--- src/rtl/nearest_site_labeler_core_assert.svh ---
// ----------------------------------------------------------------------------
// nearest_site_labeler_core assertion macros
// shared property forms for the labeler core, clocked on clk and
// disabled while arst_n is low
// ----------------------------------------------------------------------------
`ifndef NEAREST_SITE_LABELER_CORE_ASSERT_SVH
`define NEAREST_SITE_LABELER_CORE_ASSERT_SVH

// same-cycle implication
`define NSL_ASSERT_NOW(lbl, ante, cons, msg) \
	lbl: assert property (@(posedge clk) disable iff (!arst_n) (ante) |-> (cons)) \
		else $error(msg);

// next-cycle implication
`define NSL_ASSERT_NEXT(lbl, ante, cons, msg) \
	lbl: assert property (@(posedge clk) disable iff (!arst_n) (ante) |=> (cons)) \
		else $error(msg);

`endif

--- src/rtl/nsl_pkg.sv ---
// ----------------------------------------------------------------------------
// nsl_pkg
// shared types and constants of the nearest site labeler
// ----------------------------------------------------------------------------
package nsl_pkg;

	// integer pixel coordinate width
	localparam int PIX_BITS = 12;

	localparam logic CMD_LOAD  = 1'b0;
	localparam logic CMD_QUERY = 1'b1;

	// control that travels with each transaction along the chain
	typedef struct packed {
		logic vld;
		logic cmd;
	} ctl_t;

endpackage

--- src/rtl/nsl_cell.sv ---
// ----------------------------------------------------------------------------
// nsl_cell
// one site of the chain: holds a site position, scores a passing query
// against it and keeps the running best
// ----------------------------------------------------------------------------
module nsl_cell import nsl_pkg::*; #(
	parameter int CELL_ID    = 0,
	parameter int NUM_SITES  = 24,
	parameter int COORD_BITS = 16,
	parameter int FRAC_BITS  = 4
) (
	input  logic                                    clk,
	input  logic                                    arst_n,
	input  logic                                    en,
	input  logic                                    l1_sel,
	input  ctl_t                                    ctl_i,
	input  logic [PIX_BITS+FRAC_BITS-1:0]           cx_i,
	input  logic [PIX_BITS+FRAC_BITS-1:0]           cy_i,
	input  logic [COORD_BITS-1:0]                   ldx_i,
	input  logic [COORD_BITS-1:0]                   ldy_i,
	input  logic [$clog2(NUM_SITES)-1:0]            lidx_i,
	input  logic [2*((COORD_BITS > PIX_BITS+FRAC_BITS) ?
		COORD_BITS : PIX_BITS+FRAC_BITS):0]         bestd_i,
	input  logic [$clog2(NUM_SITES)-1:0]            bestk_i,
	output ctl_t                                    ctl_o,
	output logic [PIX_BITS+FRAC_BITS-1:0]           cx_o,
	output logic [PIX_BITS+FRAC_BITS-1:0]           cy_o,
	output logic [COORD_BITS-1:0]                   ldx_o,
	output logic [COORD_BITS-1:0]                   ldy_o,
	output logic [$clog2(NUM_SITES)-1:0]            lidx_o,
	output logic [2*((COORD_BITS > PIX_BITS+FRAC_BITS) ?
		COORD_BITS : PIX_BITS+FRAC_BITS):0]         bestd_o,
	output logic [$clog2(NUM_SITES)-1:0]            bestk_o
);

	localparam int CW    = PIX_BITS + FRAC_BITS;
	localparam int DW    = (COORD_BITS > CW) ? COORD_BITS : CW;
	localparam int PW    = 2 * DW;
	localparam int DSW   = PW + 1;
	localparam int IDX_W = $clog2(NUM_SITES);
	localparam bit IS_FIRST = (CELL_ID == 0);
	localparam logic [IDX_W-1:0] MY_IDX = IDX_W'(CELL_ID);

	logic [COORD_BITS-1:0] site_x_q;
	logic [COORD_BITS-1:0] site_y_q;

	logic [DW-1:0]  ext_cx, ext_cy, sx, sy, dx, dy;
	logic [PW-1:0]  term_x, term_y;
	logic [DSW-1:0] dsum;
	logic           take;

	ctl_t                  ctl_s1, ctl_s2;
	logic [CW-1:0]         cx_s1, cy_s1, cx_s2, cy_s2;
	logic [COORD_BITS-1:0] ldx_s1, ldy_s1, ldx_s2, ldy_s2;
	logic [IDX_W-1:0]      lidx_s1, lidx_s2;
	logic [DSW-1:0]        bestd_s1, bestd_s2;
	logic [IDX_W-1:0]      bestk_s1, bestk_s2;
	logic [PW-1:0]         term_x_s1, term_y_s1;

	// site table entry of this cell, loaded as the load transaction passes
	always_ff @(posedge clk) begin
		if (en && ctl_i.vld && ctl_i.cmd == CMD_LOAD && lidx_i == MY_IDX) begin
			site_x_q <= ldx_i;
			site_y_q <= ldy_i;
		end
	end

	always_comb begin
		ext_cx = DW'(cx_i);
		ext_cy = DW'(cy_i);
		sx     = DW'(site_x_q);
		sy     = DW'(site_y_q);
		dx     = (ext_cx >= sx) ? ext_cx - sx : sx - ext_cx;
		dy     = (ext_cy >= sy) ? ext_cy - sy : sy - ext_cy;
		term_x = l1_sel ? PW'(dx) : PW'(dx) * PW'(dx);
		term_y = l1_sel ? PW'(dy) : PW'(dy) * PW'(dy);
	end

	// stage 1: per-axis terms
	always_ff @(posedge clk or negedge arst_n) begin
		if (!arst_n) begin
			ctl_s1 <= '0;
		end else if (en) begin
			ctl_s1 <= ctl_i;
		end
	end

	always_ff @(posedge clk) begin
		if (en) begin
			cx_s1     <= cx_i;
			cy_s1     <= cy_i;
			ldx_s1    <= ldx_i;
			ldy_s1    <= ldy_i;
			lidx_s1   <= lidx_i;
			bestd_s1  <= bestd_i;
			bestk_s1  <= bestk_i;
			term_x_s1 <= term_x;
			term_y_s1 <= term_y;
		end
	end

	// stage 2: sum and compare, strict less keeps the lower index on ties
	always_comb begin
		dsum = DSW'(term_x_s1) + DSW'(term_y_s1);
		take = IS_FIRST || (dsum < bestd_s1);
	end

	always_ff @(posedge clk or negedge arst_n) begin
		if (!arst_n) begin
			ctl_s2 <= '0;
		end else if (en) begin
			ctl_s2 <= ctl_s1;
		end
	end

	always_ff @(posedge clk) begin
		if (en) begin
			cx_s2    <= cx_s1;
			cy_s2    <= cy_s1;
			ldx_s2   <= ldx_s1;
			ldy_s2   <= ldy_s1;
			lidx_s2  <= lidx_s1;
			bestd_s2 <= take ? dsum : bestd_s1;
			bestk_s2 <= take ? MY_IDX : bestk_s1;
		end
	end

	assign ctl_o   = ctl_s2;
	assign cx_o    = cx_s2;
	assign cy_o    = cy_s2;
	assign ldx_o   = ldx_s2;
	assign ldy_o   = ldy_s2;
	assign lidx_o  = lidx_s2;
	assign bestd_o = bestd_s2;
	assign bestk_o = bestk_s2;

endmodule

--- config.mk ---
export PLATFORM = sky130hd
export DESIGN_NAME = nsl_cell
export DESIGN_NICKNAME = d
export VERILOG_FILES = /design/src/rtl/nearest_site_labeler_core_assert.svh /design/src/rtl/nsl_pkg.sv /design/src/rtl/nsl_cell.sv
export SDC_FILE = /design/constraint.sdc
export NUM_CORES = 1
export LEC_CHECK = 0
export ABC_AREA = 1
export BUFFER_PORTS_ARGS = -buffer_cell sky130_fd_sc_hd__clkbuf_2
export CAP_MARGIN = 15
export CORE_MARGIN = 10
export CORE_UTILIZATION = 50
export DETAILED_ROUTE_END_ITERATION = 6
export MAX_ROUTING_LAYER = met4
export PLACE_DENSITY = 0.7
export SETUP_SLACK_MARGIN = 0.3
export SLEW_MARGIN = 20
export SYNTH_ARGS = -nofsm -noshare
export SYNTH_HDL_FRONTEND = slang
export SYNTH_SLANG_ARGS = --single-unit
export TNS_END_PERCENT = 30
--- constraint.sdc ---
create_clock -name clk -period 6.26 [get_ports clk]
set_input_delay 0.626 -clock clk [delete_from_list [all_inputs] [get_ports clk]]
set_output_delay 0.626 -clock clk [all_outputs]
set_load 0.1 [all_outputs]
==> results.toml <==
[sta]
worst_slack_ps = -793
setup_viol = 47
rsz0062_at_grt = "yes"
setup_tns_ps = -26860
slew_headroom_pct = 33.3
skew_ps = 54.1
fin_hold_ws_ps = 208
worst_pin_slew_ps = 1000
period_share_pct = 113
fin_crit_ps = 7050
report.final.slew_viol_count = 0
fmax_mhz = 142
finalHoldViolCount = 0

[synth]
synth_top_family_by_area = "adder cells"
synth_compound_area_share_pct = 7.62
synth_edf_count = 267
yosys.area_share.simple_pct = 15.4
avgSynthCellArea_um2 = 8.97
synth_cell_type_count = 52
async_flop_share_pct = 1.48
synth-xor-area-share_pct = 3.11
synth_top_area_cell = "edfxtp_1"
synth_cells = 3234
synthTopCellsByArea = "edfxtp_1 28%, fa_1 23%, ha_1 12%"
synth.top_cell.area_share_pct = 27.6
synthMuxAreaShare_pct = 0
synth_seq_cells = 271
synth_fa_ha_area_share_pct = 35.0
syn-cell-area_mm2 = 0.0290
ys_seq_area_share_pct = 28.0
ys.warnings.count = 0
synth_flop_cell = "edfxtp_1"

[placed_design]
place_area_mm2 = 0.0353
port_buffers = 178
dp_hpwl_um = 67000
gp_congestion = 0.977
place_inst = 4689

[job]
maxCapViolCount = 0

[routing]
dr.first_iter.drc_count = 1540
via_per_inst = 5.04
ant_nets = 0
dr.pass1.iters = 6
num_vias = 24313
drc = 0
routed_wl_um = 83000
wl_per_cell_um = 17.2

[worst_setup_path]
critPathCapture = "term_x_s1[23]$_SDFFCE_PP0P_"
critical_path.top_delay_family = "adder cells"
worstPathMaxFanout = 10
r2r_end = "term_x_s1[23]$_SDFFCE_PP0P_"
cpPeakStageDelay_ps = 520
r2r_setup_slack_ps = -790
cp.arrival_ps = 7460
r2r_cells = 31
crit_start = "site_x_q[0]$_DFFE_PP_"
critPathCaptureType = "register"
critPathRequiredTime_ps = 6660
r2r_start = "site_x_q[0]$_DFFE_PP_"
crit_path_start_kind = "register"
critical_path_class = "register to register"
path_buf_inv = 7
critPathMostFrequentCell = "fa_1"
path_depth = 31
critPathSlowestCell = "fa_1"

[final_layout]
multi_input_area_mm2 = 0.0204
finalInstanceArea_mm2 = 0.0395
syn_to_final_growth_pct = 36.1
layout-drive-gt1-share_pct = 36.4
nets = 4767
seq_area_mm2 = 0.00812
final_cells = 4828
n_fill_cell = 4352

[floorplanning]
die-area_mm2 = 0.0681
core_area_mm2 = 0.0576
io_pins = 222
die_w_um = 261
die_y_um = 261
initial_core_util_pct = 50.4
rows = 88

[min_path]
hp-class = "input port to register"

[clock_network]
clk_path_buf_depth = 3
cts_buffers = 30
path_clk_slew_ps = 60
clock-root-buffer = "clkbuf_16"
clk_latency_ps = 600
clock-sinks = 271
cts_tree = "yes"
htreeDepth = 1

[grt]
grt_max_degree = 81
antenna_found_initial = 1
grt_pass1_wl_um = 131000
gr-total-overflow = 0
track_usage_pct = 24.8
grt_pass1_vias = 25104

[run_status]
violations = "negative setup slack"
status = "finished with violations"
cell families (layout without fill, tap and decap cells):
| group | Yosys count | count (layout) |
|---|---|---|
| AND/OR/NAND/NOR | 1058 | 1058 |
| buffers and inverters | 797 | 1621 |
| adder cells (fa/ha/maj) | 615 | 615 |
| AO/OA/AOI/OAI | 389 | 389 |
| flip-flops | 271 | 271 |
| XOR/XNOR | 103 | 103 |
| other | 1 | 6 |
worst min-delay path by stage:
stage	start	end	slack, ps	depth (start not counted)
2_1_floorplan	arst_n	ctl_o[0]$_DFFE_PN0P_	330	0
3_5_place_dp	cx_s1[12]$_DFFE_PP_	cx_o[12]$_DFFE_PP_	400	0
4_1_cts	lidx_i[0]	lidx_s1[0]$_DFFE_PP_	170	1
6_report	lidx_i[0]	lidx_s1[0]$_DFFE_PP_	210	1
3_3_place_gp	ldy_s1[10]$_DFFE_PP_	ldy_o[10]$_DFFE_PP_	400	0
5_1_grt	ldy_i[7]	site_y_q[7]$_DFFE_PP_	190	1
per-stage QoR:
| step | worst slack (ps) | utilization [%] |
|---|---|---|
| 2_1_floorplan | -560 | - |
| 3_3_place_gp | -1260 | 61.3 |
| 3_5_place_dp | -1350 | 61.3 |
| 4_1_cts | -671 | 65.4 |
| 5_1_grt | -1020 | 68.6 |
| 6_report | -793 | 68.6 |
flip-flops by register name, summed over array words and instances, names as in the netlist, 16 cells and up:
name / flops
cy_s1: 16
term_y_s1: 32
cy_o: 16
cx_s1: 16
bestd_o: 33
cx_o: 16
term_x_s1: 32
site_x_q: 16
ldy_o: 16
ldx_s1: 16
site_y_q: 16
ldy_s1: 16
ldx_o: 16
layout by cell type (no fill, tap or decap), drive strengths merged, types with 97 or more instances in the layout:
cell / netlist / final
a21oi: 185 / 185
buf: 34 / 639
fa: 329 / 329
edfxtp: 267 / 267
clkbuf: 14 / 214
nand2: 628 / 628
nor2: 276 / 276
inv: 748 / 751
nand3: 97 / 97
ha: 286 / 286
o21ai: 123 / 123
cell usage after synthesis, drive strengths merged, types with 7 or more instances:
| library cell | number |
|---|---|
| edfxtp | 267 |
| o21ai | 123 |
| xnor2 | 25 |
| ha | 286 |
| a21o | 18 |
| fa | 329 |
| a21oi | 185 |
| nor3 | 40 |
| xor2 | 78 |
| o21bai | 18 |
| a31oi | 12 |
| nand4 | 7 |
| clkbuf | 14 |
| nor2 | 276 |
| nand2 | 628 |
| inv | 748 |
| nand3 | 97 |
| buf | 34 |
cell type report:
class	instances	area share, %
repair buffers	817	15.3
well taps	765	2.42
inverters	749	7.38
clock buffers	37	2.04
multi-input cells	2170	51.8
clock inverters	18	0.513
flip-flops and latches	271	20.6
diodes	1	0.00634
metal layers:
| layer | up-vias | global-route usage [%] | share of wire, % |
|---|---|---|---|
| li1 | 11765 | - | - |
| met1 | 11684 | 32.1 | 43 |
| met2 | 710 | 40.5 | 48 |
| met3 | 154 | 4.18 | 6.4 |
| met4 | 0 | 5.23 | 2.6 |
| met5 | - | - | 0 |
timing repair:
action | CTS | global route
setup endpoints to repair | 50 | 51
buffers inserted | 31 | 51
pin swaps | 102 | 188
endpoints found under the hold margin | 4 | 0
hold buffers | 1 | 0
gates resized for setup | 278 | 362
Power is left out: the tool's default activity adds up to more than one toggle a clock period on the data nets, which glitch-free logic cannot reach.
